[src/hdl/qrv_pkg.sv]
// Quaternion vector rotation: shared widths and the word passed from the
// front end to the divider back end. No dependencies.
package qrv_pkg;

    localparam int QUAT_W = 16;               // Q2.14 quaternion component
    localparam int VEC_W  = 32;               // Q16.16 vector component
    localparam int SQ_W   = 2 * QUAT_W;       // product of two components
    localparam int MAT_W  = SQ_W + 2;         // rotation matrix entry
    localparam int NORM_W = SQ_W + 1;         // squared norm, unsigned
    localparam int PROD_W = MAT_W + VEC_W;    // matrix entry times vector
    localparam int NUM_W  = PROD_W + 2;       // sum of three products
    localparam int QUO_W  = 33;               // quotient magnitude bits
    localparam int DIV_W  = NUM_W + 2;        // 2*|num| + norm
    localparam int REM_W  = NORM_W + 1;       // divisor 2*norm
    localparam int LANES  = 3;

    localparam logic [VEC_W-1:0] VEC_MAX = {1'b0, {(VEC_W-1){1'b1}}};
    localparam logic [VEC_W-1:0] VEC_MIN = {1'b1, {(VEC_W-1){1'b0}}};

    typedef struct packed {
        logic signed [NUM_W-1:0] num_x;
        logic signed [NUM_W-1:0] num_y;
        logic signed [NUM_W-1:0] num_z;
        logic [NORM_W-1:0]       norm;
        logic                    degenerate;
    } work_t;

endpackage

[src/hdl/qrv_fifo.sv]
// Quaternion vector rotation: short word queue between front end and
// divider. Depends on qrv_pkg.
module qrv_fifo #(
    parameter int DEPTH = 4
) (
    input  logic           clk,
    input  logic           rst_n,
    input  logic           push_valid,
    output logic           push_ready,
    input  qrv_pkg::work_t push_word,
    output logic           pop_valid,
    input  logic           pop_ready,
    output qrv_pkg::work_t pop_word
);
    import qrv_pkg::*;

    localparam int PW = (DEPTH > 1) ? $clog2(DEPTH) : 1;
    localparam int CW = $clog2(DEPTH + 1);
    localparam logic [PW-1:0] LAST = PW'(DEPTH - 1);

    work_t           mem_reg [DEPTH];
    logic [PW-1:0]   wr_reg, rd_reg;
    logic [CW-1:0]   cnt_reg;
    logic            push, pop;

    assign push_ready = (cnt_reg != CW'(DEPTH));
    assign pop_valid  = (cnt_reg != '0);
    assign push       = push_valid && push_ready;
    assign pop        = pop_valid && pop_ready;
    assign pop_word   = mem_reg[rd_reg];

    always_ff @(posedge clk or negedge rst_n)
    begin
        if (!rst_n)
        begin
            wr_reg  <= '0;
            rd_reg  <= '0;
            cnt_reg <= '0;
        end
        else
        begin
            if (push)
            begin
                wr_reg <= (wr_reg == LAST) ? '0 : wr_reg + 1'b1;
            end
            if (pop)
            begin
                rd_reg <= (rd_reg == LAST) ? '0 : rd_reg + 1'b1;
            end
            cnt_reg <= cnt_reg + CW'(push) - CW'(pop);
        end
    end

    always_ff @(posedge clk)
    begin
        if (push)
        begin
            mem_reg[wr_reg] <= push_word;
        end
    end

`ifndef SYNTHESIS
    a_cnt_bound: assert property (@(posedge clk) disable iff (!rst_n)
        cnt_reg <= CW'(DEPTH)) else $error("queue count beyond depth");
    a_ptr_match: assert property (@(posedge clk) disable iff (!rst_n)
        (cnt_reg == '0) |-> (wr_reg == rd_reg)) else $error("empty queue, pointers differ");
    a_full_ptr: assert property (@(posedge clk) disable iff (!rst_n)
        (cnt_reg == CW'(DEPTH)) |-> (wr_reg == rd_reg)) else $error("full queue, pointers differ");
`endif

endmodule

[config.mk]
export PLATFORM = sky130hd
export DESIGN_NAME = qrv_fifo
export DESIGN_NICKNAME = d
export VERILOG_FILES = /design/src/hdl/qrv_pkg.sv /design/src/hdl/qrv_fifo.sv
export SDC_FILE = /design/constraint.sdc
export NUM_CORES = 1
export LEC_CHECK = 0
export ABC_AREA = 1
export BUFFER_PORTS_ARGS = -buffer_cell sky130_fd_sc_hd__buf_4
export CORE_MARGIN = 1
export CORE_UTILIZATION = 50
export DETAILED_ROUTE_END_ITERATION = 8
export GPL_TIMING_DRIVEN = 1
export PLACE_DENSITY = 0.73
export REMOVE_ABC_BUFFERS = 1
export SYNTH_ARGS = -nofsm -noshare
export SYNTH_HDL_FRONTEND = slang
export SYNTH_SLANG_ARGS = --single-unit
[constraint.sdc]
create_clock -name clk -period 10.4 [get_ports clk]
set_input_delay 1.04 -clock clk [delete_from_list [all_inputs] [get_ports clk]]
set_output_delay 1.04 -clock clk [all_outputs]
set_load 0.01 [all_outputs]
=== Word-level counts from Yosys, hierarchy flattened ===
Memory sizes are Yosys's and may differ from the RTL's.
Index checks and enable logic that the tools add are counted.

* Add/sub/neg operators: 4
* Equality and inequality tests: 3
* Multiplexer cells: 4
* Reductions and logical operators: 3

{| class="wikitable"
|+ Operators by type and width
! operator !! count
|-
| adder 2 x 1 -> 2 bit, second input constant || 2
|-
| == test 2 bit, second input constant || 2
|-
| 2-to-1 mux 2 bit || 2
|-
| adder 3 x 1 -> 3 bit || 1
|-
| inequality test 3 bit, second input constant || 1
|-
| nonzero test 3 bit || 1
|-
| subtractor 3 x 1 -> 3 bit || 1
|-
| logical AND 1 bit || 2
|-
| 2-to-1 mux 1 bit || 2
|}

* Flip-flop bits (word level): 7
* RAM bits: 952
* Logic and storage cells: 18
* Memories kept: 1

{| class="wikitable"
|+ Memories
! name !! words !! width !! rd ports !! clocked after Yosys merged registers in !! wr ports !! line !! RTL
|-
| mem_reg || 4 || 238 || 1 || 0 || 1 || qrv_fifo.sv:21 || <nowiki>work_t mem_reg [DEPTH];</nowiki>
|}

=== Logic depth before layout (Yosys ltp) ===
Gate-level depths: netlist of the first run.

* Depth after elaboration: 4
* Gate-level depth with buffers: 12
* Mapped depth without buffers: 12

=== Least setup slack after synthesis of the first run ===
OpenSTA, ideal clock, no wires.

* Path kind: input to register
* Start point: input push_valid
* End point: memory mem_reg[0][0] (netlist name), enable pin
* Arrival: 11.053 ns
* Data required time: 9.558 ns
* Path slack: -1.495 ns
* Stages on the path: 2
* Path through: nand2_1 > nor2_1

* Cells in the longest elaborated chain, start to end: 3

{| class="wikitable"
|+ RTL lines
! what !! line !! RTL
|-
| from (decl) || qrv_fifo.sv:8 || <nowiki>input logic push_valid,</nowiki>
|-
| logical AND 1 bit || qrv_fifo.sv:28 || <nowiki>assign push = push_valid && push_ready;</nowiki>
|-
| 2-to-1 mux 1 bit || qrv_fifo.sv:56 || <nowiki>if (push)</nowiki>
|-
| 2-to-1 mux 1 bit (implied by the code) || qrv_fifo.sv:58 || <nowiki>mem_reg[wr_reg] <= push_word;</nowiki>
|-
| to (decl) || qrv_fifo.sv:21 ||
|}

Every way passes these cells.

==> metrics.md, run 1 <==
| Metric | Value |
|---|---|
| Outcome | finished, final reports clean |
| Vias after detailed routing | 22.4k |
| Global-route met1 utilization | 0.260 |
| Initial core utilization | 0.506 |
| Number of sinks on the clock net | 959 |
| CTS max path bufs | 3 |
| Vias in the first global route | 21.8k |
| Count of final hold-check violations | 0 |
| Power consumption | 0.0131 W |
| Start-to-end type of the worst setup path | reg -> out |
| Mean Syn Cell Area | 13.6 um2 |
| Peak clock frequency supported by timing | 191 MHz |
| Critical path arrival | 4190 ps |
| Met2 capacity usage during global routing | 0.353 |
| Shortest period the worst path allows | 5230 ps |
| Post-Synthesis Cells | 2835 |
| Worst Hold Margin | 217 ps |
| Antenna violations before repair | 11 |
| Placement-stage worst setup slack | 5830 ps |
| Syn Std Cell Area | 38500 um2 |
| Final worst slack | 5170 ps |
| Total track usage | 0.209 |
| Hold-fix buffers, CTS | 0 |
| Die outline height | 279 um |
| Drt first pass iters | 5 |
| Number of standard-cell rows in the floorplan | 101 |
| Total of fill cells in the finished design | 5758 |
| VDD IR max | 0.000358 V |
| Post-route fraction of the period consumed by the critical path | 0.503 |
| Number of flip-flops in the largest register | 952 |
| Number of buffers inserted during clock tree synthesis | 95 |
| 1st-iter DRT viols | 1656 |
| Global route total overflow | 0 |
| Startpoint class of the critical path | flop |
| WL per Instance | 18.9 um |
| Final weighted congestion in routability-driven placement | 0.794 |
| Clock input transition at the sequential cells of the worst setup and hold paths | 60 ps |
| Die W | 279 um |
| Max-slew violation count | 0 |
| Placeable Area | 76100 um2 |
| First-pass GRT wire length | 125000 um |
| Setup repair after global routing missed its margin | no |
| Final cell utilization of the core | 0.601 |
| HP Class | in -> async |
| CTS tree | yes |
| Standby leakage power | 18.0 nW |
| Setup clock skew after layout | 37.5 ps |
| Clk Tree Root Cell | clkbuf_16 |
| Dpl hpwl | 50700 um |
| Syn. warnings | 0 |
| Antenna viol nets, final | 0 |
| H-Tree Level Count | 3 |
| Slew at the pin closest to its max-slew limit | 1310 ps |
| Number of flip-flops and latches in the synthesized netlist | 959 |
| Boundary pin count | 482 |
| Number of vias per cell after detailed routing | 5.11 |
| Pwr per Cell Area | 288 nW/um2 |
| Number of max-cap violations | 0 |
| Critical-path maximum fanout | 86 |
| Final sum of negative setup slack | 0 ps |
| Endpoint type of the worst setup path | output pin |
| Die footprint | 78100 um2 |
| Share of the yosys chip area belonging to registers | 0.748 |
| WP data required | 9360 ps |
| Number of setup buffers added after CTS | 0 |
| Post-Route WL | 82800 um |
| Layout overhead on the synthesized area | 18.9% |
| Synth cell types | 15 |
| Largest net degree at the start of global routing | 250 |
| Clock latency at the later pin of the worst-skew pair | 640 ps |
| Net count reported at finish | 3530 |
| Port Buf Inserts | 481 |
| Post-CTS resize count | 0 |
| DR DRC count | 0 |
| Met3 demand-to-capacity share in global routing | 0.0495 |
| Slew headroom | 0.124 |
| Final setup vio count | 0 |
| Fraction of layout cells with a size suffix above 1 | 0.220 |
| GRT Max-Usage Layer | met2 |
[metrics by stage]
step	std cells	instance area (um2)
after floorplan	2676	37600
after global placement	4213	42800
final	4390	45700
after CTS	4383	45700
after global routing	4389	45700
after detailed placement	4213	42800
[cell type report]
class                   count  area, um2  share of cell area
diodes                      7       17.5            0.000383
repair buffers            507       3870              0.0846
flip-flops and latches    959      28800               0.629
multi-input cells        1227       7010               0.153
inverters                 490       1850              0.0404
clock buffers             128       2590              0.0567
clock inverters            42        338             0.00739
well taps                1030       1290              0.0282
[routing by layer]
layer | vias up | share of wire | wire, um
li1 | 10800 | - | -
met1 | 10800 | 0.39 | 32200
met2 | 621 | 0.50 | 41700
met3 | 164 | 0.071 | 5860
met4 | 6 | 0.037 | 3070
met5 | - | 0.00040 | 33
[kinds of logic after synthesis]
logic type	count (synthesis)	share of synthesized area
AND/OR/NAND/NOR	743	0.0727
flip-flops	959	0.748
buffers and inverters	649	0.0710
AO/OA/AOI/OAI	476	0.106
adder cells (fa/ha/maj)	8	0.00280
[Yosys cell counts (all sizes together)]
cell	instances	share of area
fa	1	0.00052
nand2	731	0.071
nand3	5	0.00065
buf	156	0.023
ha	7	0.0023
clkbuf	3	0.00029
dfrtp	7	0.0046
inv	490	0.048
edfxtp	952	0.74
o211ai	476	0.11
nor2	7	0.00068
[path summary, 6_finish.rpt]
| kind | startpoint | to | slack (ps) | depth (start not counted) |
|---|---|---|---|---|
| max | rd_reg[1] | pop_word[183] | 5170 | 6 |
| min | rst_n | rd_reg[1] | 220 | 1 |
| max reg2reg | cnt_reg[1] | mem_reg[0][215] | 6710 | 6 |
| min reg2reg | cnt_reg[0] | cnt_reg[0] | 500 | 1 |
| max in group asynchronous | rst_n | rd_reg[0] | 10020 | 1 |
| min in group clk | cnt_reg[0] | cnt_reg[0] | 500 | 1 |
[report_power, final]
part	switching, W	total (W)	internal [W]	leakage [nW]
sequential	0.000255	0.00534	0.00508	8.80
combinational	0.00288	0.00460	0.00172	7.77
clock	0.00139	0.00322	0.00183	1.43
[cells in the final DEF (no fill, tap or decap), drive strengths merged]
cell type  count
edfxtp       952
dfrtp          7
o211ai       476
clkbuf       128
nor2           7
buf          507
nand2        731
clkinv        34
inv          494
diode          7
nand3          5
ha             7
fa             1
bufinv         3
clkinvlp       1
[critical path, stage by stage, from the launching register on]
cell and delay [ps]:
dfrtp_4 790, inv_8 610, buf_4 810, buf_4 750, o211ai_1 210, nand2_1 120
buf_4 130
No activity file was read; power rests on OpenSTA's default activity.
==> inputs of run 2 (changes only) <==
--- a/config.mk
+++ b/config.mk
@@ -5,13 +5,13 @@
 export SDC_FILE = /design/constraint.sdc
 export NUM_CORES = 1
 export LEC_CHECK = 0
-export ABC_AREA = 1
+export ABC_AREA = 0
 export BUFFER_PORTS_ARGS = -buffer_cell sky130_fd_sc_hd__buf_4
 export CORE_MARGIN = 1
 export CORE_UTILIZATION = 50
 export DETAILED_ROUTE_END_ITERATION = 8
 export GPL_TIMING_DRIVEN = 1
-export PLACE_DENSITY = 0.73
+export PLACE_DENSITY = 0.71
 export REMOVE_ABC_BUFFERS = 1
 export SYNTH_ARGS = -nofsm -noshare
 export SYNTH_HDL_FRONTEND = slang
==> constraint.sdc (replaced) <==
create_clock -name clk -period 4.9 [get_ports clk]
set_input_delay 0.49 -clock clk [delete_from_list [all_inputs] [get_ports clk]]
set_output_delay 0.49 -clock clk [all_outputs]
set_load 0.01 [all_outputs]
==> run 2 against run 1 <==
Effect of this change: utilization increased by 2.5 points; die area shrank 9.4%; synthesized cell count decreased by 55%; clock skew shrank 9.4 ps; non-clock buffer count grew 41; flip-flop and latch count unchanged; combinational power rose by 75%; first-iteration DRC count fell by 31%; clock power is 120% higher; final area down 6.0%; clock-buffer cell count shrank 12; largest cell class unchanged.
==> metrics.md, run 2 <==
| Metric | Value |
|---|---|
| Number of flip-flops in the largest register | 952 (unchanged) |
| Maximum single-stage delay on the critical path | 1030 ps (was 810 ps) |
| Count of final hold-check violations | 0 (unchanged) |
| Global route total overflow | 0 (unchanged) |
| Number of vias per cell after detailed routing | 5.46 (was 5.11) |
| Fraction of layout cells with a size suffix above 1 | 0.459 (was 0.220) |
| Clock latency at the later pin of the worst-skew pair | 650 ps (was 640 ps) |
| Startpoint of the most critical register-to-register path | cnt_reg[2] (was cnt_reg[1]) |
| Vias after detailed routing | 15.7k (was 22.4k) |
| Die outline height | 266 um (was 279 um) |
| Total track usage | 0.197 (was 0.209) |
| Power consumption | 0.0266 W (was 0.0131 W) |
| H-Tree Level Count | 3 (unchanged) |
| Syn Std Cell Area | 34800 um2 (was 38500 um2) |
| CTS max path bufs | 3 (unchanged) |
| Number of max-cap violations | 0 (unchanged) |
| Number of sinks on the clock net | 959 (unchanged) |
| Mean Syn Cell Area | 27.2 um2 (was 13.6 um2) |
| Clk Tree Root Cell | clkbuf_16 (unchanged) |
| Largest area contributor in the synthesized netlist | edfxtp_1 (unchanged) |
| Max-slew violation count | 0 (unchanged) |
| Global-route met1 utilization | 0.253 (was 0.260) |
| Clock input transition at the sequential cells of the worst setup and hold paths | 60 ps (about the same) |
| Antenna viol nets, final | 0 (unchanged) |
| Final setup vio count | 0 (unchanged) |
| Post-Synthesis Cells | 1282 (was 2835) |
| Initial core utilization | 0.507 (was 0.506) |
| Syn. warnings | 0 (unchanged) |
| Net count reported at finish | 2121 (was 3530) |
| Hold path start | push_word[59] |
| Met3 demand-to-capacity share in global routing | 0.0504 (was 0.0495) |
| Launch point of the critical path | rd_reg[0] (was rd_reg[1]) |
| Proportion of register bits with asynchronous set or reset after synthesis | 0.00730 (unchanged) |
| Drt first pass iters | 4 (was 5) |
| VDD IR max | 0.000438 V (was 0.000358 V) |
| Synth cell types | 19 (was 15) |
| Final weighted congestion in routability-driven placement | 0.755 (was 0.794) |
| Area share of the largest cell type after synthesis | 0.821 (was 0.743) |
| HP Class | in -> reg (was in -> async) |
| Number of flip-flops and latches in the synthesized netlist | 959 (unchanged) |
| Post-route fraction of the period consumed by the critical path | 0.696 |
| Most repeated cell in the gate-level netlist after synthesis | edfxtp_1 (unchanged) |
| Outcome | finished, final reports clean (unchanged) |
| Number of cells in the finished layout apart from fillers | 2878 (was 4390) |
| Met2 capacity usage during global routing | 0.329 (was 0.353) |
| WL per Instance | 24.1 um (was 18.9 um) |
| Startpoint class of the critical path | flop (unchanged) |
| Die footprint | 70700 um2 (was 78100 um2) |
| DR DRC count | 0 (unchanged) |
| Post-Place Cells | 2673 (was 4213) |
| First-pass GRT wire length | 104000 um (was 125000 um) |
| Most frequent cells in the layout | edfxtp_1, buf_4, mux4_2 (was edfxtp_1, nand2_1, buf_4) |
| Top cells by instance count after synthesis | edfxtp_1, mux4_2, buf_2 (was edfxtp_1, nand2_1, inv_1) |
| 1st-iter DRT viols | 1138 (was 1656) |
| WP data required | 4410 ps (was 9360 ps) |
| Endpoint type of the worst setup path | output pin (unchanged) |
| Antenna violations before repair | 8 (was 11) |
| Area contributors post-synth | edfxtp_1, mux4_2, buf_6 (was edfxtp_1, o211ai_1, nand2_1) |
| Port Buf Inserts | 481 (unchanged) |
| Critical-path maximum fanout | 42 (was 86) |
| Share of the yosys chip area belonging to registers | 0.826 (was 0.748) |
| Number of standard-cell rows in the floorplan | 96 (was 101) |
| Slew headroom | 0.237 (was 0.124) |
| Die W | 266 um (was 279 um) |
| Vias in the first global route | 16.8k (was 21.8k) |
| Worst Hold Margin | 50.3 ps (was 217 ps) |
| Pwr per Cell Area | 618 nW/um2 (was 288 nW/um2) |
| Placeable Area | 68700 um2 (was 76100 um2) |
| Standby leakage power | 14.6 nW (was 18.0 nW) |
| Library cell contributing the largest single delay on the critical path | dfrtp_4 (was buf_4) |
| Count of flip-flops with a built-in enable after synthesis | 952 (unchanged) |
| Slew at the pin closest to its max-slew limit | 1140 ps (was 1310 ps) |
| Dpl hpwl | 42200 um (was 50700 um) |
| Shortest period the worst path allows | 3410 ps |
| Setup clock skew after layout | 28.1 ps (was 37.5 ps) |
| GRT Max-Usage Layer | met2 (unchanged) |
| Post-synth top flop | edfxtp_1 (unchanged) |
| Setup repair after global routing missed its margin | no (unchanged) |
| Start-to-end type of the worst setup path | reg -> out (unchanged) |
| Number of buffers inserted during clock tree synthesis | 93 (was 95) |
| Ordered cell list for the critical path | buf_12, mux4_2, buf_4 (was inv_8, buf_4, buf_4, o211ai_1, nand2_1, buf_4) |
| Layout overhead on the synthesized area | 23.5% (was 18.9%) |
| Boundary pin count | 482 (unchanged) |
| Leading cell type in the layout, fill and taps excluded | edfxtp_1 (unchanged) |
| CTS tree | yes (unchanged) |
| Total of fill cells in the finished design | 4634 (was 5758) |
| Peak clock frequency supported by timing | 293 MHz |
| Largest net degree at the start of global routing | 101 (was 250) |
| Post-Route WL | 69300 um (was 82800 um) |
| Critical path arrival | 2920 ps (was 4190 ps) |
run 2: cell count changes in the layout (fill, tap and decap cells not counted), moves of 8 or more:
cell | previous run | this run
nand2_1 | 731 | 1
dlygate4sd3_1 | 0 | 34
o211ai_1 | 376 | 0
bufinv_16 | 3 | 12
mux4_2 | 0 | 238
buf_12 | 5 | 13
inv_1 | 489 | 7
o211ai_2 | 100 | 0
run 2: final timing paths:
check,endpoint,slack (ps),cells after the start
max,pop_word[67],1490,3
min,mem_reg[2][59],50,1
max reg2reg,mem_reg[1][33],2330,3
min reg2reg,cnt_reg[2],520,1
max in group asynchronous,cnt_reg[1],4510,2
min in group asynchronous,cnt_reg[0],240,2
run 2: routing by layer:
layer | vias up | wire, um
li1 | 6778 | -
met1 | 8292 | 26500
met2 | 501 | 36000
met3 | 139 | 4780
met4 | 8 | 2020
met5 | - | 57
run 2: final cells by class:
class	count	area, um2	share of cell area
multi-input combinational	262	5620	0.131
timing repair buffer	548	4360	0.101
sequential	959	28800	0.669
clock inverter	51	612	0.0142
tap	931	1160	0.0271
antenna	4	10.0	0.000233
inverter	7	26.3	0.000611
clock buffer	116	2430	0.0566
run 2: through the flow:
stage	cell area [um2]	worst slack (ps)	setup TNS [ps]	utilization
final	43000	1490	0	0.626
after global routing	43000	1290	0	0.626
after CTS	43000	1350	0	0.626
after detailed placement	39600	2080	0	0.576
after global placement	39600	2100	0	0.576
after floorplan	34400	-5520	-1324250	-
run 2: cells by family (layout without fill, tap and decap cells):
| kind of cell | count (synthesis) | after routing | share of synthesized area |
|---|---|---|---|
| multiplexers | 242 | 242 | 0.155 |
| AND/OR/NAND/NOR | 10 | 10 | 0.00198 |
| adder cells (fa/ha/maj) | 8 | 8 | 0.00309 |
| other | 0 | 4 | 0 |
| XOR/XNOR | 2 | 2 | 0.000503 |
| buffers and inverters | 61 | 722 | 0.0128 |
| flip-flops | 959 | 959 | 0.826 |
run 2: worst max-delay path: cells and delay by family, from the launching register on:
kind,cells,cell delay (ps)
buffers and inverters,2,570
flip-flops,1,1030
multiplexers,1,600
run 2: timing repair:
item                                   CTS  global route
gates resized for setup                  0             0
endpoints found under the hold margin  119             0
setup buffers                            0             0
hold buffers                            34             0
run 2: where the power goes:
part | switching (W) | internal (W)
combinational | 0.00402 | 0.00405
sequential | 0.000568 | 0.0108
clock | 0.00292 | 0.00417
==> inputs of run 3 (changes only) <==
--- a/config.mk
+++ b/config.mk
@@ -5,13 +5,13 @@
 export SDC_FILE = /design/constraint.sdc
 export NUM_CORES = 1
 export LEC_CHECK = 0
-export ABC_AREA = 0
+export ABC_AREA = 1
 export BUFFER_PORTS_ARGS = -buffer_cell sky130_fd_sc_hd__buf_4
 export CORE_MARGIN = 1
 export CORE_UTILIZATION = 50
 export DETAILED_ROUTE_END_ITERATION = 8
 export GPL_TIMING_DRIVEN = 1
-export PLACE_DENSITY = 0.71
+export PLACE_DENSITY = 0.7
 export REMOVE_ABC_BUFFERS = 1
 export SYNTH_ARGS = -nofsm -noshare
 export SYNTH_HDL_FRONTEND = slang
==> constraint.sdc (replaced) <==
create_clock -name clk -period 3.57 [get_ports clk]
set_input_delay 0.357 -clock clk [delete_from_list [all_inputs] [get_ports clk]]
set_output_delay 0.357 -clock clk [all_outputs]
set_load 0.01 [all_outputs]
==> run 3 against run 2 <==
Effect of this change: first-iteration DRC count grew 27%; register-to-register slack lost 1100 ps; via count grew 52%; worst setup slack lost 930 ps; wire length grew 26%; sequential share of layout area shrank 8.1 points; clock-buffer cell count shrank 1; sequential power grew 35%; non-clock buffer count grew 216; flip-flop and latch count is the same; combinational power grew 78%; hold slack gained 40 ps; critical endpoint is now pop_word[91]; largest power group unchanged; highest routed layer unchanged.
==> metrics.md, run 3 (same netlist as run 1, synthesis figures left out) <==
| Metric | Value |
|---|---|
| WP data required | 3210 ps (was 4410 ps) |
| Number of max-cap violations | 0 (unchanged) |
| Slew at the pin closest to its max-slew limit | 1190 ps (was 1140 ps) |
| Worst Hold Margin | 90.7 ps (was 50.3 ps) |
| Post-Route WL | 87200 um (was 69300 um) |
| Boundary pin count | 482 (unchanged) |
| Number of cells on the worst reg-to-reg path | 10 (was 3) |
| HP Class | in -> async (was in -> reg) |
| Initial core utilization | 0.506 (was 0.507) |
| Total track usage | 0.221 (was 0.197) |
| Final setup vio count | 0 (unchanged) |
| Die footprint | 78100 um2 (was 70700 um2) |
| Number of buffers inserted during clock tree synthesis | 97 (was 93) |
| Ordered cell list for the critical path | buf_12, nand2_1, o211ai_1, nand2_1, buf_4 (was buf_12, mux4_2, buf_4) |
| Post-CTS resize count | 0 (unchanged) |
| DR DRC count | 0 (unchanged) |
| Number of flip-flops in the largest register | 952 (unchanged) |
| Library cell contributing the largest single delay on the critical path | dfrtp_4 (unchanged) |
| Worst-case register-to-register setup slack | 1220 ps (was 2330 ps) |
| First-pass GRT wire length | 133000 um (was 104000 um) |
| Number of standard-cell rows in the floorplan | 101 (was 96) |
| Critical-path maximum fanout | 91 (was 42) |
| Delay-heaviest family, CP | flip-flops (unchanged) |
| Post-route fraction of the period consumed by the critical path | 0.842 |
| Number of sinks on the clock net | 959 (unchanged) |
| Crit path top cell by count | nand2_1 |
| Startpoint class of the critical path | flop (unchanged) |
| Most frequent cells in the layout | edfxtp_1, nand2_1, buf_4 (was edfxtp_1, buf_4, mux4_2) |
| Shortest period the worst path allows | 3010 ps |
| H-Tree Level Count | 3 (unchanged) |
| Standby leakage power | 19.4 nW (was 14.6 nW) |
| Setup clock skew after layout | 34.9 ps (was 28.1 ps) |
| Placement-stage worst setup slack | 1200 ps (was 2080 ps) |
| Outcome | finished, final reports clean (unchanged) |
| CTS tree | yes (unchanged) |
| Number of vias per cell after detailed routing | 5.12 (was 5.46) |
| Clock latency at the later pin of the worst-skew pair | 660 ps (was 650 ps) |
| Pwr per Cell Area | 824 nW/um2 (was 618 nW/um2) |
| Startpoint of the most critical register-to-register path | cnt_reg[1] (was cnt_reg[2]) |
| Dpl hpwl | 49200 um (was 42200 um) |
| Power consumption | 0.0403 W (was 0.0266 W) |
| Port Buf Inserts | 481 (unchanged) |
| Die outline height | 279 um (was 266 um) |
| 1st-iter DRT viols | 1440 (was 1138) |
| Vias after detailed routing | 23.8k (was 15.7k) |
| Vias in the first global route | 24.7k (was 16.8k) |
| Antenna viol nets, final | 0 (unchanged) |
| Net count reported at finish | 3789 (was 2121) |
| Critical path arrival | 2650 ps (was 2920 ps) |
| Antenna violations before repair | 13 (was 8) |
| CTS max path bufs | 3 (unchanged) |
| Final cell utilization of the core | 0.643 (was 0.626) |
| Global route total overflow | 0 (unchanged) |
| Placeable Area | 76100 um2 (was 68700 um2) |
| Capture point of the worst reg-to-reg path | cnt_reg[2] (was mem_reg[1][33]) |
| Endpoint type of the worst setup path | output pin (unchanged) |
| Setup repair after global routing missed its margin | no (unchanged) |
| Number of setup buffers added after CTS | 0 (unchanged) |
| Final weighted congestion in routability-driven placement | 0.765 (was 0.755) |
| Die W | 279 um (was 266 um) |
| Hold-fix buffers, CTS | 241 (was 34) |
| Max-slew violation count | 0 (unchanged) |
| VDD IR max | 0.000550 V (was 0.000438 V) |
| Start-to-end type of the worst setup path | reg -> out (unchanged) |
| Slew headroom | 0.204 (was 0.237) |
| Largest net degree at the start of global routing | 145 (was 101) |
| Peak clock frequency supported by timing | 333 MHz |
| Drt first pass iters | 5 (was 4) |
| Clk Tree Root Cell | clkbuf_16 (unchanged) |
| Fraction of layout cells with a size suffix above 1 | 0.213 (was 0.459) |
| Final sum of negative setup slack | 0 ps (unchanged) |
| Count of final hold-check violations | 0 (unchanged) |
| Layout overhead on the synthesized area | 27.2% (was 23.5%) |
| Worst path buffer plus inverter count | 2 (unchanged) |
| Maximum single-stage delay on the critical path | 960 ps (was 1030 ps) |
| Clock input transition at the sequential cells of the worst setup and hold paths | 60 ps (about the same) |
| WL per Instance | 18.7 um (was 24.1 um) |
| Final worst slack | 563 ps (was 1490 ps) |
| Leading cell type in the layout, fill and taps excluded | edfxtp_1 (unchanged) |
-- run 3: stage by stage --
stage | area, um2 | instances
floorplan | 37600 | 2676
global placement | 43200 | 4229
detailed placement | 43200 | 4229
CTS | 48900 | 4644
global route | 48900 | 4655
finish | 49000 | 4658
-- run 3: final cells by class --
cell class	count	area, um2
Timing Repair Buffer	764	6680
Fill cell	5342	27100
Sequential cell	959	28800
Multi-Input combinational cell	1227	7010
Clock inverter	59	792
Clock buffer	115	2540
Antenna cell	14	35.0
Inverter	490	1850
Tap cell	1030	1290
-- run 3: how the worst max path moves through the flow --
stage | from | end | slack (ps) | depth (start not counted)
6_report | rd_reg[0] | pop_word[91] | 560 | 5
5_1_grt | rd_reg[0] | pop_word[91] | 420 | 5
4_1_cts | rd_reg[0] | pop_word[91] | 500 | 5
3_5_place_dp | rd_reg[0] | pop_word[91] | 1200 | 5
3_3_place_gp | cnt_reg[1] | cnt_reg[2] | 1270 | 10
2_1_floorplan | rd_reg[0] | rd_reg[0] | -14310 | 4
-- run 3: metal layers --
layer,global-route usage,vias up,share of wire
li1,-,11300,-
met1,0.258,11700,0.38
met2,0.393,707,0.52
met3,0.0413,176,0.058
met4,0.100,4,0.035
met5,0,-,0.00031
-- run 3: report_power, final --
group	switching, W	internal, W
registers	0.000656	0.0148
logic	0.00886	0.00555
clock network	0.00422	0.00626
total	0.0137	0.0266
-- run 3: worst register-to-register path, cell delays in order, from the launching register on --
cell     delay [ps]
dfrtp_1         420
nor2_1          180
nand2_1         140
nand2_1         400
ha_1            320
inv_1            60
ha_1            130
inv_1            50
fa_1            410
nand3_1          90
nand2_1          50
